### config.mk
export PLATFORM = sky130hd
export DESIGN_NAME = bmt_ram
export DESIGN_NICKNAME = d
export VERILOG_FILES = /design/src/design/bmt_ram.sv
export SDC_FILE = /design/constraint.sdc
export NUM_CORES = 1
export LEC_CHECK = 0
export CAP_MARGIN = 30
export CORE_ASPECT_RATIO = 1.2
export CORE_UTILIZATION = 40
export DETAILED_ROUTE_END_ITERATION = 12
export DONT_BUFFER_PORTS = 1
export PLACE_DENSITY_LB_ADDON = 0.2
export SYNTH_ARGS = -nofsm -noshare
export SYNTH_HDL_FRONTEND = slang
export SYNTH_SLANG_ARGS = --single-unit
### constraint.sdc
create_clock -name clk -period 1.89 [get_ports clk]
set_input_delay 0.2835 -clock clk [delete_from_list [all_inputs] [get_ports clk]]
set_output_delay 0.2835 -clock clk [all_outputs]
set_load 0.05 [all_outputs]
### src/design/bmt_ram.sv
// Generic simple dual-port RAM with a registered read.
`default_nettype none
module bmt_ram #(
  parameter int WIDTH = 8,
  parameter int DEPTH = 16,
  localparam int AW = (DEPTH > 1) ? $clog2(DEPTH) : 1
) (
  input  wire logic             clk,
  input  wire logic             wr_en,
  input  wire logic [AW-1:0]    wr_addr,
  input  wire logic [WIDTH-1:0] wr_data,
  input  wire logic             rd_en,
  input  wire logic [AW-1:0]    rd_addr,
  output logic      [WIDTH-1:0] rd_data
);

  logic [WIDTH-1:0] mem [DEPTH];

  always_ff @(posedge clk) begin
    if (wr_en) begin
      mem[wr_addr] <= wr_data;
    end
    if (rd_en) begin
      rd_data <= mem[rd_addr];
    end
  end

endmodule
`default_nettype wire

## Word-level counts from Yosys, hierarchy flattened

Memory sizes are Yosys's and may differ from the RTL's. A register that Yosys moved wholly into a read port is not among the register bits.
Cells that the tools add are included.

| operators by class | value |
|---|---|
| mux-type cells | 2 |

Operators by type and width:

| operator | number |
|---|---|
| 1-bit 2-to-1 mux | 2 |

| storage, ports and cells | value |
|---|---|
| bits in registers | 0 |
| memory bits (writable) | 128 |
| output and inout bits | 8 |
| input bits | 19 |
| word-level logic and storage cells | 3 |
| memories | 1 |

Memory list:

| memory | words | width | read ports | clocked after Yosys merged registers in | wr ports | RTL line | text |
|---|---|---|---|---|---|---|---|
| mem | 16 | 8 | 1 | 1 | 1 | 17 | `logic [WIDTH-1:0] mem [DEPTH];` |

## Logic depth before layout (Yosys ltp)

| logic depth | value |
|---|---|
| depth after elaboration | 2 |
| depth in mapped cells | 5 |
| mapped depth without buffers | 3 |

## Worst setup path before layout

Ideal clock, no wire load.

| timing path | value |
|---|---|
| kind | in2reg |
| start point | in wr_addr[2] |
| end point | mem mem[0][0], enable pin |
| arrival time | 1.393 ns |
| path buffers | 0 |
| stages | 2 |
| setup time | 0.383 ns |
| path slack | 0.114 ns |
| data required time | 1.507 ns |
| cells stage by stage | or3b_2 -> nor3_1 |

RTL lines:

| what | RTL line | text |
|---|---|---|
| from (decl) | 10 | `input wire logic [AW-1:0] wr_addr,` |
| to (decl) | 17 |  |

No word-level cell before the write port.

==> flow_summary.json <==
{
  "timing.max_slew.rel_slack_pct": 60.2,
  "outcome": "complete, no violations",
  "synth_compound_area_share_pct": 2.30,
  "floorplan.initialDensity_pct": 41.1,
  "synth_cell_types": 18,
  "routed-via-count": 2371,
  "maxClockFrequency_mhz": 676,
  "clock_sinks": 136,
  "final_core_util_pct": 48.2,
  "main_combinational_cell_family_by_area_after_synthesis": "multiplexers",
  "power_density_nw_per_um2": 1120,
  "final_cell_count_no_fill": 441,
  "placement.io_buffers": 0,
  "synth-main-ff-cell": "sky130_fd_sc_hd__edfxtp_1",
  "synth_area_per_cell_um2": 22.8,
  "residual_drc_count": 0,
  "syn_to_final_growth_pct": 17.4,
  "die_h_um": 127,
  "cts_made_buffers": 17,
  "worstHoldPathType": "input port to register",
  "synth_simple_gate_area_share_pct": 3.14,
  "synth_enable_flop_cells": 136,
  "dp.cells": 401,
  "first_pass_grt_wire_length_um": 15300,
  "grt_setup_unrepaired": "false",
  "clock_latency_at_the_later_pin_of_the_worst_skew_pair_ns": 0.41,
  "n_fill_cell": 1066,
  "cts_max_path_buffers": 2,
  "criticalPathCategory": "register to register",
  "cts.clk_slew.worst_paths_ns": 0.06,
  "gp_routability_congestion": 0.730,
  "maximum_number_of_pins_on_one_net_before_global_route_repair": 33,
  "drt_iter0_drc": 152,
  "syn_inst": 229,
  "finalCritPeriodShare_pct": 78.3,
  "drt-total-wl_um": 9970,
  "cts_resized": 0,
  "layout-drive-gt1-share_pct": 22.4,
  "synth-adder-area-share_pct": 0,
  "whs_ns": 0.254,
  "setup_viol": 0,
  "core_um2": 12700,
  "antenna_found_initial": 0,
  "max_cap_violations": 0,
  "synth_async_sr_flop_share_pct": 0,
  "final.setup.tns_ns": 0,
  "route.detailed.wl_per_inst_um": 22.6,
  "die_width_um": 106,
  "worst_clk_skew_ns": 0.00821,
  "number_of_global_route_vias_before_repair": 2558,
  "design.final.nets": 284,
  "startpoint_type": "register",
  "leakage_nw": 2.01,
  "globalRouteOverflowTotal": 0,
  "drtAntennaViolNets": 0,
  "pin_slew_with_the_least_headroom_to_its_limit_ns": 0.595,
  "ys_ff_latch": 136,
  "timing.final.hold_violations": 0,
  "dpl.hpwl_um": 5960,
  "mappedNetlistNets": 248,
  "antenna_cells": 0,
  "synthXorXnorAreaFrac_pct": 0,
  "cts_tree": "yes",
  "total_power_w": 0.00689,
  "post_synth_mux_area_share_pct": 14.8,
  "detail_route.vias_per_cell": 5.38,
  "drt_pass1_iterations": 4,
  "io-pin-count": 27,
  "ys_warn_count": 0,
  "floorplan.die_area_um2": 13500,
  "worstPathArrival_ns": 1.62,
  "timing.critical_path.fanout_max": 1,
  "mappedNetlistArea_um2": 5230,
  "worstPathRequired_ns": 2.03,
  "standard_cell_rows": 45,
  "critPathCaptureType": "register",
  "htreeDepth": 4,
  "final_critical_path_required_period_ns": 1.48,
  "count_of_final_max_slew_check_failures": 0,
  "power.ir.vdd_worst_mv": 0.514,
  "synth_sequential_area_ratio_pct": 78.1,
  "clock_root_cell": "sky130_fd_sc_hd__clkbuf_16",
  "grt.total_usage_pct": 16.4
}
==> power by group <==
group / internal, W / switching [W] / total, W
combinational: 0.000117 / 0.000123 / 0.000240
sequential: 0.00340 / 0.0000704 / 0.00347
clock: 0.00204 / 0.00113 / 0.00318
total: 0.00556 / 0.00133 / 0.00689
==> cells by family (layout without fill, tap and decap cells) <==
| kind of cell | after synthesis | after routing |
|---|---|---|
| flops | 136 | 136 |
| simple gates | 35 | 35 |
| mux | 32 | 32 |
| compound gates | 16 | 16 |
| buf+inv | 10 | 58 |
==> cells in the mapped netlist, drive strengths merged, types with 2 or more instances <==
library cell / count / area [um^2]
mux4: 32 / 773
nand2b: 2 / 12.5
nand2: 9 / 33.8
nor2: 13 / 48.8
buf: 7 / 56.3
edfxtp: 136 / 4080
clkdlybuf4s25: 3 / 30.0
a22oi: 16 / 120
nor3: 4 / 20.0
nand3b: 2 / 15.0
==> metrics by stage <==
stage          setup WS (ns)  cell area, um^2
2_1_floorplan          0.114             5230
3_3_place_gp           0.393             5480
3_5_place_dp           0.389             5480
4_1_cts                0.385             6140
5_1_grt                0.292             6140
6_report               0.410             6140
==> sequential cells by signal (all words and copies together), names as in the netlist <==
| signal | flops |
|---|---|
| mem | 128 |
| rd_data | 8 |
==> what timing repair did <==
action	in CTS	in global routing
setup buffers	0	0
hold endpoints to repair	136	0
hold buffers	9	0
==> final timing paths <==
check / start / end / slack, ns / cells past startpoint
hold / removal: wr_addr[0] / mem[4][6]$_DFFE_PP_ / 0.25 / 2
setup reg to reg: mem[3][4]$_DFFE_PP_ / rd_data[4]$_DFFE_PP_ / 0.41 / 3
setup / recovery: mem[3][4]$_DFFE_PP_ / rd_data[4]$_DFFE_PP_ / 0.41 / 3
hold reg to reg: mem[12][1]$_DFFE_PP_ / rd_data[1]$_DFFE_PP_ / 0.76 / 3
==> routing by layer <==
metal | part of all wire (%) | wire, um | global-route usage, % | vias to the layer above
li1 | - | - | - | 1053
met3 | 3.4 | 343 | 4.44 | 11
met2 | 51 | 5110 | 25.9 | 58
met1 | 44 | 4360 | 21.5 | 1249
met5 | 0 | 0 | 0 | -
met4 | 1.6 | 157 | 7.27 | 0
==> worst max-delay path, stage by stage, from the launching register on <==
cell and delay [ns]:
sky130_fd_sc_hd__edfxtp_1 0.35, sky130_fd_sc_hd__mux4_2 0.46, sky130_fd_sc_hd__a22oi_1 0.25, sky130_fd_sc_hd__nand2_1 0.14
==> layout make-up <==
class	instances	area (um^2)	area share [%]
Sequential cell	136	4080	66.5
Multi-Input combinational cell	83	1060	17.2
Clock buffer	20	437	7.11
Timing Repair Buffer	27	225	3.67
Tap cell	164	205	3.34
Clock inverter	11	131	2.14
==> cells in the final DEF (no fill, tap or decap) <==
cell,n
sky130_fd_sc_hd__edfxtp_1,136
sky130_fd_sc_hd__mux4_2,18
sky130_fd_sc_hd__buf_4,18
sky130_fd_sc_hd__clkbuf_16,17
sky130_fd_sc_hd__a22oi_1,16
sky130_fd_sc_hd__mux4_1,14
sky130_fd_sc_hd__nor2_1,13
sky130_fd_sc_hd__nand2_1,9
sky130_fd_sc_hd__dlygate4sd3_1,9
sky130_fd_sc_hd__nor3_1,4
sky130_fd_sc_hd__bufinv_16,3
sky130_fd_sc_hd__clkinv_1,3
sky130_fd_sc_hd__clkinv_2,3
sky130_fd_sc_hd__clkbuf_1,3
sky130_fd_sc_hd__nand3b_1,2
sky130_fd_sc_hd__nand2b_1,2
sky130_fd_sc_hd__clkinvlp_4,2
sky130_fd_sc_hd__nor2b_1,1
sky130_fd_sc_hd__and2_1,1
sky130_fd_sc_hd__and2b_1,1
sky130_fd_sc_hd__nand3_1,1
sky130_fd_sc_hd__or3b_2,1
No activity file was read; power rests on OpenSTA's default activity.
