[src/design/bmt_pkg.sv]
// Package with the types and constants of the breakpoint match table.
`default_nettype none
package bmt_pkg;

  localparam logic [1:0] KIND_ADD    = 2'd0;
  localparam logic [1:0] KIND_REMOVE = 2'd1;
  localparam logic [1:0] KIND_CLEAR  = 2'd2;
  localparam logic [1:0] KIND_CHECK  = 2'd3;

  localparam logic signed [31:0] TAG_NONE = -32'sd1;

  typedef struct packed {
    logic [1:0]  kind;
    logic [63:0] method_id;
    logic [30:0] line_number;
    logic [30:0] request_tag;
    logic [15:0] call_depth;
    logic [15:0] step_target_depth;
  } req_t;

  typedef struct packed {
    logic               accepted;
    logic               hit;
    logic signed [31:0] hit_tag;
    logic               step_cleared;
  } rsp_t;

  typedef struct packed {
    logic [63:0] method_id;
    logic [30:0] line_number;
    logic [30:0] request_tag;
  } entry_t;

  localparam int ENTRY_W = $bits(entry_t);

  typedef enum logic [1:0] {
    RES_PLAIN = 2'd0,
    RES_FULL  = 2'd1,
    RES_STEP  = 2'd2,
    RES_TAG   = 2'd3
  } res_sel_t;

  typedef struct packed {
    logic     load_req;
    logic     clear_count;
    logic     scan_en;
    logic     read_last;
    logic     append;
    logic     move;
    logic     dec_count;
    logic     set_res;
    res_sel_t res_sel;
    logic     load_out;
  } cmd_t;

  typedef struct packed {
    logic [1:0] kind;
    logic       full;
    logic       empty;
    logic       step_mode;
    logic       step_hit;
    logic       cmp_hit;
    logic       scan_end;
    logic       match_last;
    logic       out_free;
  } sts_t;

endpackage
`default_nettype wire

[src/design/bmt_ctrl.sv]
// Controller state machine of the breakpoint match table.
`default_nettype none
module bmt_ctrl (
  input  wire logic          clk,
  input  wire logic          rst,
  input  wire logic          req_valid,
  output logic               req_ready,
  input  wire bmt_pkg::sts_t sts,
  output bmt_pkg::cmd_t      cmd
);
  import bmt_pkg::*;

  typedef enum logic [5:0] {
    S_IDLE      = 6'b000001,
    S_DECODE    = 6'b000010,
    S_SCAN      = 6'b000100,
    S_READ_LAST = 6'b001000,
    S_MOVE      = 6'b010000,
    S_FINISH    = 6'b100000
  } state_t;

  state_t state;
  state_t state_next;

  always_ff @(posedge clk) begin
    if (rst) begin
      state <= S_IDLE;
    end else begin
      state <= state_next;
    end
  end

  assign req_ready = (state == S_IDLE);

  always_comb begin
    cmd        = '0;
    cmd.res_sel = RES_PLAIN;
    state_next = state;
    unique case (state)
      S_IDLE: begin
        if (req_valid) begin
          cmd.load_req = 1'b1;
          state_next   = S_DECODE;
        end
      end
      S_DECODE: begin
        state_next  = S_FINISH;
        cmd.set_res = 1'b1;
        unique case (sts.kind)
          KIND_ADD: begin
            if (sts.full) begin
              cmd.res_sel = RES_FULL;
            end else if (sts.empty) begin
              cmd.append = 1'b1;
            end else begin
              cmd.set_res = 1'b0;
              state_next  = S_SCAN;
            end
          end
          KIND_REMOVE: begin
            if (!sts.empty) begin
              cmd.set_res = 1'b0;
              state_next  = S_SCAN;
            end
          end
          KIND_CLEAR: begin
            cmd.clear_count = 1'b1;
          end
          KIND_CHECK: begin
            if (sts.step_mode) begin
              cmd.res_sel = sts.step_hit ? RES_STEP : RES_PLAIN;
            end else if (!sts.empty) begin
              cmd.set_res = 1'b0;
              state_next  = S_SCAN;
            end
          end
          default: begin
          end
        endcase
      end
      S_SCAN: begin
        cmd.scan_en = 1'b1;
        if (sts.cmp_hit) begin
          cmd.set_res = 1'b1;
          state_next  = S_FINISH;
          unique case (sts.kind)
            KIND_REMOVE: begin
              if (sts.match_last) begin
                cmd.dec_count = 1'b1;
              end else begin
                cmd.set_res = 1'b0;
                state_next  = S_READ_LAST;
              end
            end
            KIND_CHECK: begin
              cmd.res_sel = RES_TAG;
            end
            default: begin
            end
          endcase
        end else if (sts.scan_end) begin
          cmd.set_res = 1'b1;
          cmd.append  = (sts.kind == KIND_ADD);
          state_next  = S_FINISH;
        end
      end
      S_READ_LAST: begin
        cmd.read_last = 1'b1;
        state_next    = S_MOVE;
      end
      S_MOVE: begin
        cmd.move      = 1'b1;
        cmd.dec_count = 1'b1;
        cmd.set_res   = 1'b1;
        state_next    = S_FINISH;
      end
      S_FINISH: begin
        if (sts.out_free) begin
          cmd.load_out = 1'b1;
          state_next   = S_IDLE;
        end
      end
      default: begin
        state_next = S_IDLE;
      end
    endcase
  end

endmodule
`default_nettype wire

[config.mk]
export PLATFORM = sky130hd
export DESIGN_NAME = bmt_ctrl
export DESIGN_NICKNAME = d
export VERILOG_FILES = /design/src/design/bmt_pkg.sv /design/src/design/bmt_ctrl.sv
export SDC_FILE = /design/constraint.sdc
export NUM_CORES = 1
export LEC_CHECK = 0
export BUFFER_PORTS_ARGS = -buffer_cell sky130_fd_sc_hd__buf_2
export CAP_MARGIN = 0
export CORE_MARGIN = 3
export CORE_UTILIZATION = 42
export DETAILED_ROUTE_END_ITERATION = 16
export PLACE_DENSITY = 0.83
export REMOVE_ABC_BUFFERS = 1
export SETUP_SLACK_MARGIN = 0.5
export SLEW_MARGIN = 40
export SYNTH_ARGS = -nofsm -noshare
export SYNTH_HDL_FRONTEND = slang
export SYNTH_SLANG_ARGS = --single-unit
[constraint.sdc]
create_clock -name clk -period 1.6 [get_ports clk]
set_clock_uncertainty 0.1 [all_clocks]
set_input_delay 0 -clock clk [delete_from_list [all_inputs] [get_ports clk]]
set_output_delay 0 -clock clk [all_outputs]
set_load 0.02 [all_outputs]
* Word-level counts from Yosys, hierarchy flattened
Index checks and enable logic that the tools add are counted.
Operators by class: $add $sub $neg 0, multipliers 0, div/mod/pow operators 0, $lt $le $gt $ge 0, equality and inequality tests 12, shifts and indexed selects 0, muxes and demuxes 43, bitwise operators 0, reductions and logical operators 2
Operators by type and width (number):
- 2-to-1 mux 6 bit | 9
- one-hot mux 6 bit (6 select lines) | 1
- 2-to-1 mux 1 bit | 21
- one-hot mux 6 bit (3 select lines) | 1
- 2-to-1 mux 2 bit | 5
- one-hot mux 2 bit (2 select lines) | 2
- == test 6 x 1 -> 1 bit, second input constant | 1
- == test 6 x 2 -> 1 bit, second input constant | 1
- == test 6 x 3 -> 1 bit, second input constant | 1
- == test 6 x 4 -> 1 bit, second input constant | 1
- == test 6 x 5 -> 1 bit, second input constant | 1
- == test 6 bit, second input constant | 1
- one-hot mux 1 bit (3 select lines) | 2
- == test 2 bit, second input constant | 2
- != test 2 bit, second input constant | 2
- one-hot mux 1 bit (2 select lines) | 2
- != test 3 bit, second input constant | 1
- AND reduction 3 bit | 1
- == test 2 x 1 -> 1 bit, second input constant | 1
- logical NOT 2 bit | 1
Storage, ports and cells: bits in registers 6, latch bits 0, RAM bits 0, bits in read-only memories 0, input port bits 13, output and inout bits 12, word-level logic and storage cells 58, memories kept 0

* Logic depth before layout (Yosys ltp)
depth after elaboration 4, depth in mapped cells 7, mapped depth without buffers 7

* Worst setup path before layout
No wires, ideal clock.
path type reg-to-output, start point register state[4], end point output cmd[2] (netlist bit), arrival 1.913 ns, required time 1.500 ns, slack -0.413 ns, cell stages (with the launch flop) 5, path buffers 0, cells stage by stage dfxtp_1 > or4_4 > nor3b_4 > nand2_1 > a21boi_0
RTL lines:
- start: declaration | line bmt_ctrl.sv:22 | state_t state;
- start signal: assignment | line bmt_ctrl.sv:29 | state <= state_next;
- end: declaration | line bmt_ctrl.sv:9 | output bmt_pkg::cmd_t cmd

==> results.sh <==
export IMPL_status="complete, but fails checks"
export IMPL_violations="hold timing, setup timing"
export IMPL_largest_register="state"
export IMPL_fillers=80
export IMPL_slew_headroom_pct=72.68
export IMPL_critical_path_top_delay_family="simple AND/OR/NAND/NOR gates"
export IMPL_nets=144
export IMPL_muxShareOfSynthArea_pct=0
export IMPL_avgSynthCellArea_um2=7.924
export IMPL_synth_edf_count=0
export IMPL_initial_core_util_pct=46.34
export IMPL_cts_tree="done"
export IMPL_rows=13
export IMPL_yosys_cell_types_count=30
export IMPL_cp_data_arrival_time_ps=1930
export IMPL_startpoint_type="register"
export IMPL_dr_total_vias=755
export IMPL_fin_util_pct=81.80
export IMPL_irDropWorstVdd_mv=0.2847
export IMPL_n_antenna_cell=0
export IMPL_core_area_um2=1334
export IMPL_grt_usage_pct=21.43
export IMPL_hold_buffers=2
export IMPL_area_growth_pct=76.52
export IMPL_largest_reg_flops=6
export IMPL_die_area_um2=1968
export IMPL_io_pins=25
export IMPL_p_switching_uw=169.4
export IMPL_power_density_nw_per_um2=487.9
export IMPL_yosys_register_bits=6
export IMPL_multi_input_area_um2=556.8
export IMPL_crit_required_ps=1500
export IMPL_final_common_cell="buf_6"
export IMPL_total_power_uw=532.3
export IMPL_overflow=0
export IMPL_whs_path_depth=3
export IMPL_antenna_found_initial=0
export IMPL_p_int_uw=362.9
export IMPL_cp_depth=5
export IMPL_grt_pass1_wl_mm=3.070
export IMPL_worstPathMaxFanout=7
export IMPL_use_met3_pct=2.846
export IMPL_grt_pass1_vias=708
export IMPL_cts_root_buf="clkbuf_4"
export IMPL_yosysWarnings=0
export IMPL_antenna_left=0
export IMPL_final_cell_mix="buf_6 (17), buf_2 (12), buf_4 (11)"
export IMPL_setup_violations=10
export IMPL_synth_xor_area_share_pct=1.417
export IMPL_ff2ff_path_depth=5
export IMPL_critical_path_class="register to output pin"
export IMPL_rsz0062_at_grt="true"
export IMPL_wl_per_cell_um=15.61
export IMPL_finalCritPeriodShare_pct=126.8
export IMPL_syn_inst=78
export IMPL_seqPwrFrac_pct=30.8
export IMPL_grt_max_degree=8
export IMPL_numClockSinks=6
export IMPL_hpwl_mm=1.380
export IMPL_route_detailed_drc=0
export IMPL_cts_made_buffers=3
export IMPL_cts_buffer_depth=2
export IMPL_drive_gt1_share_pct=56.56
export IMPL_max_freq_ghz=0.4930
export IMPL_finalWirelength_mm=2.139
export IMPL_p_sw_share_pct=31.82
export IMPL_critPathCaptureType="output pin"
export IMPL_first_iter_violations=15
export IMPL_netlist_area_um2=618.1
export IMPL_worst_pin_slew_ps=404.7
export IMPL_synthSimpleGateAreaFrac_pct=40.69
export IMPL_pwr_share_comb_pct=43.8
export IMPL_dieHeight_um=44.36
export IMPL_gr_usage_met1_pct=23.53
export IMPL_synth_async_reset_ratio_pct=0
export IMPL_hold_viol=1
export IMPL_htree_levels=1
export IMPL_io_buffers=24
export IMPL_grt_busiest_layer="met2"
export IMPL_synth_top_family_by_area="simple AND/OR/NAND/NOR gates"
export IMPL_gr_usage_met2_pct=40.41
export IMPL_path_clk_slew_ps=40
export IMPL_p_clk_share_pct=25.4
export IMPL_dpl_cell_area_um2=804.5
export IMPL_firstDrtPassIters=4
export IMPL_seq_area_frac_synth_pct=19.43
export IMPL_whs_ps=-11.51
export IMPL_insertion_delay_ps=240
export IMPL_reg_top3="state (6)"
export IMPL_leakage_uw=0.0004928
export IMPL_ys_flop_type="dfxtp_1"
export IMPL_gp_congestion=0.8169
export IMPL_synthAdderAreaFrac_pct=14.17
export IMPL_fin_area_um2=1091
export IMPL_setup_ws_ps=-428.5
export IMPL_cp_slowest_cell="or4_4"
export IMPL_cp_cell_sequence="or4_4, nor3b_4, nand2_1, a21boi_1, buf_4"
export IMPL_fin_tns_setup_ps=-3231
export IMPL_slew_violations=0
export IMPL_seq_area_um2=123.9
export IMPL_slowest_delay_ps=540
export IMPL_routed_via_density=5.511
export IMPL_critPathBufInv=1
export IMPL_drv_cap=0
export IMPL_hold_path_class="input pin to register"
export IMPL_die_w_um=44.36
export IMPL_synth_compound_area_share_pct=21.05
export IMPL_period_minus_slack_ps=2028
-- logic make-up (layout without fill, tap and decap cells) --
group	count (synthesis)	after routing
DFF	6	6
AOI/OAI and AO/OA	19	19
and+or+nand+nor	40	40
adders and majority gates	7	7
buffers and inverters	5	49
xor gates and xnor gates	1	1
-- cells in the mapped netlist, drive strengths merged, types with 2 or more instances --
cell    instances  area (µm²)
dfxtp           6       120.1
and4b           2       20.02
nor4b           2       17.52
inv             4       15.01
nand2           9       33.78
nand3b          2       15.01
ha              7       87.58
nor2            5       18.77
a21boi          2       15.01
nand4b          2       17.52
nor2b           6       37.54
o211ai          2       15.01
o21ai           6       33.78
a21oi           5       28.78
and2            2       12.51
nand3           4       20.02
-- per-layer routing --
| layer | vias up | share of wire, % |
|---|---|---|
| li1 | 375 | - |
| met1 | 350 | 40 |
| met2 | 26 | 54 |
| met3 | 4 | 5.2 |
| met4 | 0 | 1.2 |
| met5 | - | 0 |
-- through the flow --
stage	hold WS [ps]	cells	setup slack (ps)
detailed placement	134.4	123	-201.7
CTS	-18.19	131	-385.2
global placement	121.3	123	-123.4
floorplan	-30.93	77	-412.5
global route	3.189	137	-516.4
finish	-11.51	137	-428.5
-- power by group through the flow --
| stage | clock [µW] | sequential [µW] | combinational (µW) |
|---|---|---|---|
| after floorplan | 0 | 167 | 87.0 |
| after global placement | 0 | 163 | 146 |
| after detailed placement | 0 | 163 | 153 |
| after CTS | 138 | 161 | 197 |
| after global routing | 144 | 164 | 249 |
| final | 135 | 164 | 233 |
-- worst reg2reg max path: stages, from the launching register on --
cell and delay (ps):
dfxtp_1 320, or4_4 540, nor3b_4 350, buf_4 180, nand2_2 80, a31o_2 210
-- layout make-up --
class	count	area share (%)
flip-flops and latches	6	11.35
multi-input cells	67	51.03
well taps	15	1.720
repair buffers	42	32.45
inverters	4	1.376
clock buffers	3	2.064
-- timing repair --
item,4_1_cts,5_1_grt
pin swaps,12,11
resized for setup,37,17
buffers inserted,3,6
hold endpoints to repair,5,1
endpoints found under the setup margin,18,18
-- final timing paths --
path	slack (ps)	endpoint	from
setup / recovery	-430	cmd[2]	state[5]
hold / removal	-10	state[3]	sts[3]
setup reg to reg	-290	state[0]	state[5]
hold reg to reg	620	state[3]	state[4]
(Power assumes the default switching activity.)
