## config.mk

```make
export PLATFORM = sky130hd
export DESIGN_NAME = bmt_dp
export DESIGN_NICKNAME = d
export VERILOG_FILES = /design/src/design/bmt_pkg.sv /design/src/design/bmt_dp.sv
export SDC_FILE = /design/constraint.sdc
export NUM_CORES = 1
export LEC_CHECK = 0
export BUFFER_PORTS_ARGS = -buffer_cell sky130_fd_sc_hd__clkbuf_2
export CAP_MARGIN = 30
export CORE_AREA = 2 2 188 190
export CTS_CLUSTER_DIAMETER = 100
export DETAILED_ROUTE_END_ITERATION = 7
export DIE_AREA = 0 0 190 192
export PLACE_DENSITY = 0.69
export SLEW_MARGIN = 20
export SYNTH_ARGS = -nofsm -noshare
export SYNTH_HDL_FRONTEND = slang
export SYNTH_SLANG_ARGS = --single-unit
```

## constraint.sdc

```tcl
create_clock -name clk -period 3.9 [get_ports clk]
set_input_delay 0.585 -clock clk [delete_from_list [all_inputs] [get_ports clk]]
set_output_delay 0.585 -clock clk [all_outputs]
set_load 0.02 [all_outputs]
```

## src/design/bmt_pkg.sv

```systemverilog
// Package with the types and constants of the breakpoint match table.
`default_nettype none
package bmt_pkg;

  localparam logic [1:0] KIND_ADD    = 2'd0;
  localparam logic [1:0] KIND_REMOVE = 2'd1;
  localparam logic [1:0] KIND_CLEAR  = 2'd2;
  localparam logic [1:0] KIND_CHECK  = 2'd3;

  localparam logic signed [31:0] TAG_NONE = -32'sd1;

  typedef struct packed {
    logic [1:0]  kind;
    logic [63:0] method_id;
    logic [30:0] line_number;
    logic [30:0] request_tag;
    logic [15:0] call_depth;
    logic [15:0] step_target_depth;
  } req_t;

  typedef struct packed {
    logic               accepted;
    logic               hit;
    logic signed [31:0] hit_tag;
    logic               step_cleared;
  } rsp_t;

  typedef struct packed {
    logic [63:0] method_id;
    logic [30:0] line_number;
    logic [30:0] request_tag;
  } entry_t;

  localparam int ENTRY_W = $bits(entry_t);

  typedef enum logic [1:0] {
    RES_PLAIN = 2'd0,
    RES_FULL  = 2'd1,
    RES_STEP  = 2'd2,
    RES_TAG   = 2'd3
  } res_sel_t;

  typedef struct packed {
    logic     load_req;
    logic     clear_count;
    logic     scan_en;
    logic     read_last;
    logic     append;
    logic     move;
    logic     dec_count;
    logic     set_res;
    res_sel_t res_sel;
    logic     load_out;
  } cmd_t;

  typedef struct packed {
    logic [1:0] kind;
    logic       full;
    logic       empty;
    logic       step_mode;
    logic       step_hit;
    logic       cmp_hit;
    logic       scan_end;
    logic       match_last;
    logic       out_free;
  } sts_t;

endpackage
`default_nettype wire

```

## src/design/bmt_dp.sv

```systemverilog
// Datapath of the breakpoint match table: request, count, scan and result registers.
`default_nettype none
module bmt_dp #(
  parameter int MAX_ENTRIES = 128,
  localparam int AW = (MAX_ENTRIES > 1) ? $clog2(MAX_ENTRIES) : 1,
  localparam int CW = $clog2(MAX_ENTRIES + 1)
) (
  input  wire logic                   clk,
  input  wire logic                   rst,
  input  wire bmt_pkg::req_t          req_data,
  input  wire bmt_pkg::cmd_t          cmd,
  output bmt_pkg::sts_t               sts,
  output logic                        rsp_valid,
  input  wire logic                   rsp_ready,
  output bmt_pkg::rsp_t               rsp_data,
  output logic                        ram_wr_en,
  output logic [AW-1:0]               ram_wr_addr,
  output logic [bmt_pkg::ENTRY_W-1:0] ram_wr_data,
  output logic                        ram_rd_en,
  output logic [AW-1:0]               ram_rd_addr,
  input  wire logic [bmt_pkg::ENTRY_W-1:0] ram_rd_data
);
  import bmt_pkg::*;

  req_t          req;
  rsp_t          res;
  logic [CW-1:0] count;
  logic [CW-1:0] idx;
  logic [AW-1:0] cmp_idx;
  logic [AW-1:0] match_idx;
  logic          cmp_valid;
  logic [CW-1:0] count_m1;
  logic [AW-1:0] last_addr;
  logic          issue;
  logic          equal;
  entry_t        rd_entry;
  entry_t        new_entry;

  assign rd_entry  = entry_t'(ram_rd_data);
  assign count_m1  = count - CW'(1);
  assign last_addr = count_m1[AW-1:0];
  assign issue     = cmd.scan_en && (idx < count);
  assign equal     = (rd_entry.method_id == req.method_id) &&
                     (rd_entry.line_number == req.line_number);

  assign new_entry.method_id   = req.method_id;
  assign new_entry.line_number = req.line_number;
  assign new_entry.request_tag = req.request_tag;

  assign ram_rd_en   = issue || cmd.read_last;
  assign ram_rd_addr = cmd.read_last ? last_addr : idx[AW-1:0];
  assign ram_wr_en   = cmd.append || cmd.move;
  assign ram_wr_addr = cmd.move ? match_idx : count[AW-1:0];
  assign ram_wr_data = cmd.move ? ram_rd_data : ENTRY_W'(new_entry);

  always_comb begin
    sts.kind       = req.kind;
    sts.full       = (count == CW'(MAX_ENTRIES));
    sts.empty      = (count == '0);
    sts.step_mode  = (req.step_target_depth != '0);
    sts.step_hit   = (req.step_target_depth != '0) &&
                     (req.call_depth <= req.step_target_depth);
    sts.cmp_hit    = cmp_valid && equal;
    sts.scan_end   = cmp_valid && !equal && (cmp_idx == last_addr);
    sts.match_last = (cmp_idx == last_addr);
    sts.out_free   = !rsp_valid || rsp_ready;
  end

  always_ff @(posedge clk) begin
    if (rst) begin
      count     <= '0;
      cmp_valid <= 1'b0;
      rsp_valid <= 1'b0;
    end else begin
      cmp_valid <= issue;
      if (cmd.clear_count) begin
        count <= '0;
      end else if (cmd.append) begin
        count <= count + CW'(1);
      end else if (cmd.dec_count) begin
        count <= count_m1;
      end
      if (cmd.load_out) begin
        rsp_valid <= 1'b1;
      end else if (rsp_ready) begin
        rsp_valid <= 1'b0;
      end
    end
  end

  always_ff @(posedge clk) begin
    if (cmd.load_req) begin
      req <= req_data;
      idx <= '0;
    end else if (issue) begin
      idx <= idx + CW'(1);
    end
    if (issue) begin
      cmp_idx <= idx[AW-1:0];
    end
    if (sts.cmp_hit) begin
      match_idx <= cmp_idx;
    end
    if (cmd.set_res) begin
      res.accepted     <= 1'b1;
      res.hit          <= 1'b0;
      res.hit_tag      <= TAG_NONE;
      res.step_cleared <= 1'b0;
      unique case (cmd.res_sel)
        RES_PLAIN: begin
        end
        RES_FULL: begin
          res.accepted <= 1'b0;
        end
        RES_STEP: begin
          res.hit          <= 1'b1;
          res.step_cleared <= 1'b1;
        end
        RES_TAG: begin
          res.hit     <= 1'b1;
          res.hit_tag <= {1'b0, rd_entry.request_tag};
        end
        default: begin
        end
      endcase
    end
    if (cmd.load_out) begin
      rsp_data <= res;
    end
  end

endmodule
`default_nettype wire

```

# == Word-level counts from Yosys, hierarchy flattened ==
# Index checks and enable logic that the tools add are counted.
# classes
addsub,3
magnitude_cmp,2
eq_ne,7
n_mux,11
n_reduce_logical,17
# op_table
cell,count
two-way mux 126 bit,1
equality test 64 bit,1
two-way mux 32 bit,1
equality test 31 bit,1
adder 8 x 1 -> 8 bit (second input constant),2
<= comparator 16 bit,1
two-way mux 8 bit,2
nonzero test 16 bit,1
two-way mux 7 bit,2
equality test 8 bit (second input constant),1
zero test 8 bit,1
< comparator 8 bit,1
subtractor 8 x 1 -> 8 bit (second input constant),1
equality test 7 bit,1
logical AND 1 bit,6
two-way mux 1 bit,5
equality test 2 bit (second input constant),2
nonzero test 2 bit,2
OR reduction 2 bit,2
logical OR 1 bit,3
equality test 2 x 1 -> 1 bit (second input constant),1
zero test 1 bit,2
# totals
register_bits,262
inputBits,300
out_inout_bits,188
word_cells,61

# == Depth between registers and ports, before layout ==
# Gate-level depths: netlist of the first run.
# logic_depth
ltp_word,5
depth_mapped,8
depth_no_buf,8

# == Least setup slack after synthesis of the first run ==
# No wires, ideal clock.
# synth_path
kind,reg-to-output
from,register count[0]
to,output sts[2] (netlist name)
arrival_time_ns,2.210
t_required_ns,3.315
setup_slack_ns,1.105
stages_incl_launch_ff,9
path_buffers,0
path_cell_list,dfxtp_1 > inv_1 > ha_1 > or3b_4 > nor3_1 > xnor2_1 > xor2_1 > nand2_1 > nor4b_2
# synth_rtl
element,line_no,source
"start, declared",bmt_dp.sv:27,logic [CW-1:0] count;
"start signal, assigned",bmt_dp.sv:79,count <= count + CW'(1);
"start signal, assigned",bmt_dp.sv:81,count <= count_m1;
"end, declared",bmt_dp.sv:12,"output bmt_pkg::sts_t sts,"

==> results.sh, run 1 <==
export IMPL_yosys_mux_area_fraction_pct=12.3
export IMPL_power_leakage_uw=0.00663
export IMPL_filler_cell_count=3158
export IMPL_dpl_worst_slack_ps=454
export IMPL_dr_pass1_iters=4
export IMPL_regToRegSetupSlack_ps=1170
export IMPL_min_path_type="primary input to flop"
export IMPL_worst_slew_pin_transition_ps=859
export IMPL_worst_ep_required_time_ps=3310
export IMPL_clock_sinks=262
export IMPL_wirelength_mm=34.3
export IMPL_postCtsResizedCells=0
export IMPL_fin_crit_sh_pct=91.4
export IMPL_post_synth_inst_count=795
export IMPL_synthesis_stage_register_bit_count=262
export IMPL_area_growth_synth_to_final_pct=34.0
export IMPL_clkTransAtPathRegs_ps=60
export IMPL_status="finished, final reports clean"
export IMPL_category_of_the_worst_setup_path_launch_point="flop"
export IMPL_antenna_found_initial=4
export IMPL_power_density_nw_per_um2=453
export IMPL_clock_tree_from_tritoncts="built"
export IMPL_crit_end="sts[3]"
export IMPL_cts_setup_buffers=0
export IMPL_syn_nets=1122
export IMPL_syn_area_sq_um=11900
export IMPL_worst_setup_path_startpoint="new_entry[90]"
export IMPL_track_usage_pct=17.8
export IMPL_syn_mean_instance_area_sq_um=15.0
export IMPL_postSynth_asyncResetShare_pct=0
export IMPL_synth_yosys_seq_area_share_pct=64.7
export IMPL_grt_max_degree=88
export IMPL_post_synth_simple_gate_area_pct=7.23
export IMPL_drc=0
export IMPL_grt_pass1_wl_mm=48.8
export IMPL_placeableCoreArea_sq_um=34300
export IMPL_final_layout_size_suffix_gt1_share_pct=53.9
export IMPL_synth_compound_gate_area_share_pct=2.43
export IMPL_unrepaired_setup_endpoints_after_global_routing="false"
export IMPL_fp_row_count=68
export IMPL_grt_remaining_overflow=0
export IMPL_timing_max_cap_violations=0
export IMPL_synth_edff_count=244
export IMPL_yosys_area_share_adder_pct=2.84
export IMPL_drt_wirelength_per_cell_um=19.3
export IMPL_cts_made_buffers=30
export IMPL_floorplan_initialDensity_pct=34.7
export IMPL_layout_commonest_cell="sky130_fd_sc_hd__clkbuf_2"
export IMPL_ctsRootBufferMaster="sky130_fd_sc_hd__clkbuf_16"
export IMPL_criticalPathCategory="flop to primary output"
export IMPL_worst_ir_drop_vdd_v=0.000339
export IMPL_gp_congestion=0.869
export IMPL_postLayoutSetupSlackWorst_ps=337
export IMPL_post_route_min_period_ps=3560
export IMPL_worst_r2r_startpoint="new_entry[90]"
export IMPL_setup_violations=0
export IMPL_die_area_sq_um=36500
export IMPL_routed_via_count=8385
export IMPL_worst_slew_margin_rel_pct=42.8
export IMPL_timing_final_hold_violations=0
export IMPL_die_height_um=192
export IMPL_ys_dominant_reg_cell="sky130_fd_sc_hd__edfxtp_1"
export IMPL_count_of_nets_after_finishing=1628
export IMPL_critical_path_arrival_ps=2980
export IMPL_clk_latency_ps=550
export IMPL_synth_distinct_cells=43
export IMPL_synth_warning_count=0
export IMPL_rr_endpoint="match_idx[6]"
export IMPL_route_antenna_remaining_nets=0
export IMPL_clock_skew_final_ps=8.02
export IMPL_worst_r2r_path_depth=8
export IMPL_fmaxAchievable_mhz=281
export IMPL_leading_cell_types_in_the_layout_fill_and_taps_excluded="485 x sky130_fd_sc_hd__clkbuf_2, 244 x sky130_fd_sc_hd__edfxtp_1, 129 x sky130_fd_sc_hd__mux2_2, 68 x sky130_fd_sc_hd__xnor2_1, 48 x sky130_fd_sc_hd__xor2_1"
export IMPL_number_of_levels_in_the_clock_h_tree=1
export IMPL_die_w_um=190
export IMPL_final_setup_tns_ps=0
export IMPL_worst_path_max_fanout=2
export IMPL_combinational_family_with_the_most_area_after_synthesis="multiplexers"
export IMPL_buffer_ports_inserted=487
export IMPL_cts_hold_bufs=0
export IMPL_first_global_vias=8196
export IMPL_post_dp_hpwl_mm=26.7
export IMPL_synthXorXnorAreaFrac_pct=8.68
export IMPL_maxSlewViolCount=0
export IMPL_num_io_pins=488
export IMPL_endpoint_kind="primary output"
export IMPL_post_drt_via_cell_ratio=4.71
export IMPL_clock_path_buffers=3
export IMPL_drt_initial_drc_count=351
worst min path at each step:
stage / start / to / slack [ps] / cells past startpoint
finish: req_data[61] / new_entry[29] / 200 / 1
global placement: res[13] / rsp_data[13] / 400 / 0
global route: req_data[48] / new_entry[16] / 160 / 1
CTS: req_data[61] / new_entry[29] / 170 / 1
floorplan: res[0] / rsp_data[0] / 400 / 0
detailed placement: res[28] / rsp_data[28] / 400 / 0
layer usage:
metal / share of wire (%) / track usage, %
met2: 50 / 30.6
met5: 0 / 0
met4: 3.2 / 7.33
met1: 39 / 21.7
met3: 7.1 / 3.91
cell usage after synthesis, types with 18 or more instances:
cell / number / share of area (%)
sky130_fd_sc_hd__nand2_1: 18 / 0.57
sky130_fd_sc_hd__ha_1: 27 / 2.8
sky130_fd_sc_hd__edfxtp_1: 244 / 62
sky130_fd_sc_hd__clkbuf_1: 23 / 0.73
sky130_fd_sc_hd__or2_2: 33 / 1.7
sky130_fd_sc_hd__nor4_1: 19 / 1.0
sky130_fd_sc_hd__xor2_1: 48 / 3.5
sky130_fd_sc_hd__nor2_1: 26 / 0.82
sky130_fd_sc_hd__mux2_2: 129 / 12
sky130_fd_sc_hd__xnor2_1: 68 / 5.0
sky130_fd_sc_hd__inv_1: 29 / 0.92
sky130_fd_sc_hd__nand4_1: 23 / 1.2
sky130_fd_sc_hd__dfxtp_1: 18 / 3.0
critical path, stage by stage, from the launching register on:
cell,delay [ps]
sky130_fd_sc_hd__edfxtp_1,470
sky130_fd_sc_hd__xnor2_1,360
sky130_fd_sc_hd__nand4_1,170
sky130_fd_sc_hd__nor4_1,200
sky130_fd_sc_hd__nand2_1,160
sky130_fd_sc_hd__nor4_1,520
sky130_fd_sc_hd__buf_4,230
sky130_fd_sc_hd__and2_1,140
sky130_fd_sc_hd__clkbuf_2,170
layout make-up:
type,instances,area (sq um),share of cell area (%)
repair buffers,500,2630,16.5
inverters,30,113,0.707
multi-input cells,477,3980,25.0
clock buffers,31,754,4.74
clock inverters,22,180,1.13
flip-flops and latches,262,7690,48.3
diodes,4,10.0,0.0629
well taps,455,569,3.58
stage by stage:
stage / total power, uW / hold WS (ps) / instance area (sq um) / util, % / cells
2_1_floorplan: 4080 / 400 / 11900 / - / 795
3_3_place_gp: 4590 / 401 / 14900 / 43.5 / 1721
3_5_place_dp: 4610 / 405 / 14900 / 43.5 / 1721
4_1_cts: 7310 / 166 / 15800 / 46.2 / 1774
5_1_grt: 7530 / 163 / 15900 / 46.4 / 1780
6_report: 7220 / 201 / 15900 / 46.4 / 1781
kinds of logic after synthesis:
family	Yosys count
xor gates and xnor gates	117
and+or+nand+nor	157
buffers and inverters	56
DFF	262
AOI/OAI and AO/OA	46
adders and majority gates	27
muxes	130
registers in the layout, summed over array words and instances, names as in the netlist:
name	cells
match_idx	7
sts	2
cmp_idx	7
new_entry	126
req	32
count	8
rsp_valid	1
rsp_data	35
cmp_valid	1
idx	8
res	35
report_power, final:
part           internal [uW]  switching (uW)
combinational            490             644
sequential              3310             108
clock                   1540            1130
total                   5330            1880
(Power assumes the default switching activity.)
==> run 2: changes to the inputs <==
--- a/config.mk
+++ b/config.mk
@@ -12,6 +12,7 @@
 export DETAILED_ROUTE_END_ITERATION = 7
 export DIE_AREA = 0 0 190 192
 export PLACE_DENSITY = 0.69
+export REMOVE_ABC_BUFFERS = 1
 export SLEW_MARGIN = 20
 export SYNTH_ARGS = -nofsm -noshare
 export SYNTH_HDL_FRONTEND = slang
==> results.sh, run 2 (same netlist as run 1, synthesis figures left out) <==
export IMPL_worst_ir_drop_vdd_v=0.000351
export IMPL_wirelength_mm=31.9
export IMPL_endpoint_kind="primary output"
export IMPL_gp_congestion=0.884
export IMPL_track_usage_pct=16.8
export IMPL_fp_row_count=68
export IMPL_routed_via_count=8318
export IMPL_count_of_nets_after_finishing=1624
export IMPL_placeableCoreArea_sq_um=34300
export IMPL_leading_cell_types_in_the_layout_fill_and_taps_excluded="485 x sky130_fd_sc_hd__clkbuf_2, 244 x sky130_fd_sc_hd__edfxtp_1, 129 x sky130_fd_sc_hd__mux2_2, 68 x sky130_fd_sc_hd__xnor2_1, 48 x sky130_fd_sc_hd__xor2_1"
export IMPL_drt_initial_drc_count=411
export IMPL_part_of_the_total_power_dissipated_in_sequential_elements_pct=45.7
export IMPL_grt_pass1_wl_mm=46.9
export IMPL_unrepaired_setup_endpoints_after_global_routing="false"
export IMPL_fmaxAchievable_mhz=267
export IMPL_power_leakage_uw=0.00664
export IMPL_timing_critical_path_max_delay_family="simple AND/OR/NAND/NOR gates"
export IMPL_power_density_nw_per_um2=468
export IMPL_comb_power_share_pct=14.9
export IMPL_min_path_type="primary input to flop"
export IMPL_clk_latency_ps=560
export IMPL_floorplan_initialDensity_pct=34.7
export IMPL_worst_path_max_fanout=2
export IMPL_drc=0
export IMPL_critical_path_arrival_ps=3160
export IMPL_filler_cell_count=3115
export IMPL_worstPathCellList="xnor2_1 > nand4_1 > nor4_1 > nand4_1 > nor4_1 > buf_4 > and2_1 > clkbuf_2"
export IMPL_clock_sinks=262
export IMPL_clkTransAtPathRegs_ps=60
export IMPL_die_height_um=192
export IMPL_die_area_sq_um=36500
export IMPL_share_clk_of_total_power_pct=39.4
export IMPL_cp_slowest_cell="sky130_fd_sc_hd__nor4_1"
export IMPL_worst_ep_required_time_ps=3310
export IMPL_net_switching_power_uw=1870
export IMPL_timing_max_cap_violations=0
export IMPL_power_share_switching_pct=25.0
export IMPL_timing_final_hold_violations=0
export IMPL_first_global_vias=8556
export IMPL_cp_num_buf_inv=2
export IMPL_cts_setup_buffers=0
export IMPL_ctsRootBufferMaster="sky130_fd_sc_hd__clkbuf_16"
export IMPL_maxSlewViolCount=0
export IMPL_status="finished, final reports clean"
export IMPL_area_growth_synth_to_final_pct=34.1
export IMPL_dr_pass1_iters=4
export IMPL_post_drt_via_cell_ratio=4.69
export IMPL_route_antenna_remaining_nets=0
export IMPL_postLayoutSetupSlackWorst_ps=157
export IMPL_cts_made_buffers=30
export IMPL_clock_tree_from_tritoncts="built"
export IMPL_die_w_um=190
export IMPL_cellInternalPower_uw=5590
export IMPL_setup_violations=0
export IMPL_totalPowerFinal_uw=7460
export IMPL_worst_slew_pin_transition_ps=886
export IMPL_drt_wirelength_per_cell_um=18.0
export IMPL_clock_skew_final_ps=7.25
export IMPL_post_dp_hpwl_mm=24.9
export IMPL_grt_max_degree=73
export IMPL_layout_commonest_cell="sky130_fd_sc_hd__clkbuf_2"
export IMPL_clock_path_buffers=3
export IMPL_fin_crit_sh_pct=96.0
export IMPL_final_layout_size_suffix_gt1_share_pct=53.9
export IMPL_category_of_the_worst_setup_path_launch_point="flop"
export IMPL_worst_slew_margin_rel_pct=40.9
export IMPL_largest_register_ff_count=126
export IMPL_num_io_pins=488
export IMPL_number_of_levels_in_the_clock_h_tree=1
export IMPL_n_antenna_cell=0
export IMPL_buffer_ports_inserted=487
export IMPL_antenna_found_initial=1
export IMPL_grt_remaining_overflow=0
export IMPL_final_setup_tns_ps=0
export IMPL_criticalPathCategory="flop to primary output"
export IMPL_dpl_worst_slack_ps=521
export IMPL_postCtsResizedCells=0
export IMPL_post_route_min_period_ps=3740
export IMPL_worst_path_largest_cell_delay_ps=590
export IMPL_cts_hold_bufs=0
-- run 2: cell count changes in the layout (fill, tap and decap cells not counted) --
cell                        previous run  this run
sky130_fd_sc_hd__buf_12                3         2
sky130_fd_sc_hd__buf_16                2         0
sky130_fd_sc_hd__buf_4                 7         6
sky130_fd_sc_hd__buf_6                 3         2
sky130_fd_sc_hd__inv_8                 1         0
sky130_fd_sc_hd__diode_2               4         0
sky130_fd_sc_hd__clkinv_4              1         0
sky130_fd_sc_hd__bufinv_16             2         6
sky130_fd_sc_hd__clkinv_1              8         5
sky130_fd_sc_hd__buf_8                 0         1
sky130_fd_sc_hd__clkinv_2              8         9
sky130_fd_sc_hd__clkbuf_1              1         3
-- run 2: layer usage --
metal	routed length [um]	track usage, %	part of all wire [%]
met1	12000	18.9	37
met2	16300	30.8	51
met3	2750	4.86	8.6
met4	886	4.98	2.8
met5	11	0	0.034
-- run 2: power by group through the flow --
| stage | Combinational (uW) | Clock, uW | Sequential (uW) |
|---|---|---|---|
| after floorplan | 574 | 0 | 3470 |
| after global placement | 1110 | 0 | 3460 |
| after detailed placement | 1120 | 0 | 3470 |
| after CTS | 1130 | 3020 | 3410 |
| after global routing | 1200 | 3120 | 3440 |
| final | 1110 | 2940 | 3410 |
-- run 2: stage by stage --
step | hold slack, ps | instances | area (sq um) | util, %
global route | 163 | 1775 | 15900 | 46.5
finish | 192 | 1775 | 15900 | 46.5
global placement | 400 | 1719 | 14900 | 43.4
detailed placement | 405 | 1719 | 14900 | 43.4
floorplan | 400 | 769 | 11800 | -
CTS | 159 | 1774 | 15900 | 46.4
-- run 2: layout make-up --
type                       instances  area (sq um)  area share (%)
inverter                          30           113           0.707
timing repair buffer             496          2550            16.0
multi-input combinational        477          3980            25.0
clock buffer                      33           762            4.78
clock inverter                    22           274            1.72
tap                              455           569            3.57
sequential                       262          7690            48.2
-- run 2: path summary, 6_finish.rpt --
path | from | to | slack [ps] | cells past startpoint
max reg2reg | new_entry[43] | match_idx[4] | 1010 | 8
max | new_entry[43] | sts[3] | 160 | 8
min | req_data[114] | new_entry[82] | 190 | 1
min reg2reg | res[27] | rsp_data[27] | 410 | 0
==> run 3: changes to the inputs <==
==> constraint.sdc (replaced) <==
create_clock -name clk -period 4.45 [get_ports clk]
set_input_delay 0.6675 -clock clk [delete_from_list [all_inputs] [get_ports clk]]
set_output_delay 0.6675 -clock clk [all_outputs]
set_load 0.02 [all_outputs]
==> results.sh, run 3 (same netlist as run 1, synthesis figures left out) <==
export IMPL_fp_row_count=68
export IMPL_postCtsResizedCells=0
export IMPL_track_usage_pct=16.6
export IMPL_clkTransAtPathRegs_ps=60
export IMPL_cp_slowest_cell="sky130_fd_sc_hd__nor4_1"
export IMPL_category_of_the_worst_setup_path_launch_point="flop"
export IMPL_wirelength_mm=31.7
export IMPL_setup_violations=0
export IMPL_part_of_the_total_power_dissipated_in_sequential_elements_pct=45.6
export IMPL_grt_pass1_wl_mm=46.6
export IMPL_clk_latency_ps=570
export IMPL_worst_ir_drop_vdd_v=0.000287
export IMPL_drc=0
export IMPL_die_w_um=190
export IMPL_final_setup_tns_ps=0
export IMPL_clock_path_buffers=3
export IMPL_final_layout_size_suffix_gt1_share_pct=53.7
export IMPL_timing_critical_path_max_delay_family="simple AND/OR/NAND/NOR gates"
export IMPL_worst_ep_required_time_ps=3780
export IMPL_finalCoreUtilization_pct=46.5
export IMPL_worstPathCellList="xnor2_1 > nand4_1 > nor4_1 > nand4_1 > nor4_1 > and2_1 > clkbuf_2"
export IMPL_gp_congestion=0.890
export IMPL_leading_cell_types_in_the_layout_fill_and_taps_excluded="485 x sky130_fd_sc_hd__clkbuf_2, 244 x sky130_fd_sc_hd__edfxtp_1, 129 x sky130_fd_sc_hd__mux2_2, 68 x sky130_fd_sc_hd__xnor2_1, 48 x sky130_fd_sc_hd__xor2_1"
export IMPL_first_global_vias=8604
export IMPL_clock_sinks=262
export IMPL_clock_skew_final_ps=17.2
export IMPL_share_clk_of_total_power_pct=39.6
export IMPL_route_antenna_remaining_nets=0
export IMPL_cp_num_buf_inv=1
export IMPL_post_route_min_period_ps=3870
export IMPL_timing_final_hold_violations=0
export IMPL_cts_hold_bufs=0
export IMPL_worst_slew_margin_rel_pct=40.8
export IMPL_placeableCoreArea_sq_um=34300
export IMPL_number_of_levels_in_the_clock_h_tree=1
export IMPL_critical_path_arrival_ps=3200
export IMPL_power_density_nw_per_um2=412
export IMPL_power_share_switching_pct=25.4
export IMPL_post_dp_hpwl_mm=24.7
export IMPL_fin_crit_sh_pct=87.0
export IMPL_dr_pass1_iters=4
export IMPL_routed_via_count=8316
export IMPL_grt_max_degree=111
export IMPL_fin_hold_ws_ps=265
export IMPL_worst_path_max_fanout=2
export IMPL_die_height_um=192
export IMPL_floorplan_initialDensity_pct=34.7
export IMPL_num_io_pins=488
export IMPL_n_antenna_cell=0
export IMPL_critical_path_cell_count=7
export IMPL_clock_tree_from_tritoncts="built"
export IMPL_min_path_type="primary input to flop"
export IMPL_ctsRootBufferMaster="sky130_fd_sc_hd__clkbuf_16"
export IMPL_layout_commonest_cell="sky130_fd_sc_hd__clkbuf_2"
export IMPL_area_growth_synth_to_final_pct=34.1
export IMPL_cts_made_buffers=30
export IMPL_worst_slew_pin_transition_ps=888
export IMPL_power_leakage_uw=0.00662
export IMPL_antenna_found_initial=0
export IMPL_die_area_sq_um=36500
export IMPL_count_of_nets_after_finishing=1622
export IMPL_timing_max_cap_violations=0
export IMPL_post_drt_via_cell_ratio=4.69
export IMPL_net_switching_power_uw=1670
export IMPL_unrepaired_setup_endpoints_after_global_routing="false"
export IMPL_largest_register_ff_count=126
export IMPL_endpoint_kind="primary output"
export IMPL_criticalPathCategory="flop to primary output"
export IMPL_grt_remaining_overflow=0
export IMPL_cts_setup_buffers=0
export IMPL_worst_path_largest_cell_delay_ps=550
export IMPL_worst_r2r_path_depth=7
export IMPL_maxSlewViolCount=0
export IMPL_comb_power_share_pct=14.8
export IMPL_buffer_ports_inserted=487
export IMPL_drt_initial_drc_count=364
export IMPL_status="finished, final reports clean"
export IMPL_cellInternalPower_uw=4890
export IMPL_fmaxAchievable_mhz=258
export IMPL_min_delay_path_depth=1
export IMPL_drt_wirelength_per_cell_um=17.9
==> run 3: changes by cell type in the layout (fill, tap and decap cells not counted), moves of 2 or more <==
cell                       before  now
sky130_fd_sc_hd__clkbuf_8       0    2
sky130_fd_sc_hd__inv_8          0    2
sky130_fd_sc_hd__clkinv_1       5    7
sky130_fd_sc_hd__clkinv_2       9    2
sky130_fd_sc_hd__clkinv_4       0    3
sky130_fd_sc_hd__buf_4          6    4
sky130_fd_sc_hd__inv_6          2    0
==> run 3: worst register-to-register path, stage by stage, from the launching register on <==
cell	delay [ps]
sky130_fd_sc_hd__edfxtp_1	410
sky130_fd_sc_hd__xnor2_1	330
sky130_fd_sc_hd__nand4_1	130
sky130_fd_sc_hd__nor4_1	550
sky130_fd_sc_hd__nand4_1	300
sky130_fd_sc_hd__nor4_1	480
sky130_fd_sc_hd__and2_1	250
sky130_fd_sc_hd__buf_4	190
==> run 3: worst paths after layout <==
| path | end | slack, ps | start |
|---|---|---|---|
| worst max register to register | match_idx[3] | 1530 | new_entry[43] |
| worst min register to register | rsp_data[34] | 420 | res[34] |
| worst min-delay path | req[22] | 270 | req_data[22] |
| worst max-delay path | sts[3] | 580 | new_entry[43] |
==> run 3: per-stage QoR <==
step                      setup WS, ps  instance area (sq um)  total power (uW)  instances
after detailed placement           859                  14900              4020       1717
after global routing               433                  15900              6820       1774
final                              580                  15900              6560       1774
after CTS                          565                  15900              6640       1773
after global placement             860                  14900              4000       1717
after floorplan                   1570                  11800              3550        769
==> run 3: power by group through the flow <==
| stage | clock (uW) | combinational (uW) | sequential, uW |
|---|---|---|---|
| 2_1_floorplan | 0 | 503 | 3040 |
| 5_1_grt | 2760 | 1050 | 3010 |
| 4_1_cts | 2660 | 984 | 2990 |
| 3_5_place_dp | 0 | 978 | 3040 |
| 6_report | 2600 | 972 | 2990 |
| 3_3_place_gp | 0 | 967 | 3030 |
==> run 3: area by class of cell <==
class | count | area (sq um)
Tap cell | 455 | 569
Clock buffer | 36 | 793
Sequential cell | 262 | 7690
Inverter | 30 | 113
Multi-Input combinational cell | 477 | 3980
Clock inverter | 20 | 269
Fill cell | 3122 | 18300
Timing Repair Buffer | 494 | 2530
==> run 3: per-layer routing <==
layer,global-route usage [%],part of all wire [%],wire [um],vias up
met5,0,0,0,-
li1,-,-,-,3951
met3,5.01,8.5,2700,59
met4,5.10,2.7,869,0
met2,29.9,51,16100,359
met1,19.0,38,12100,3947
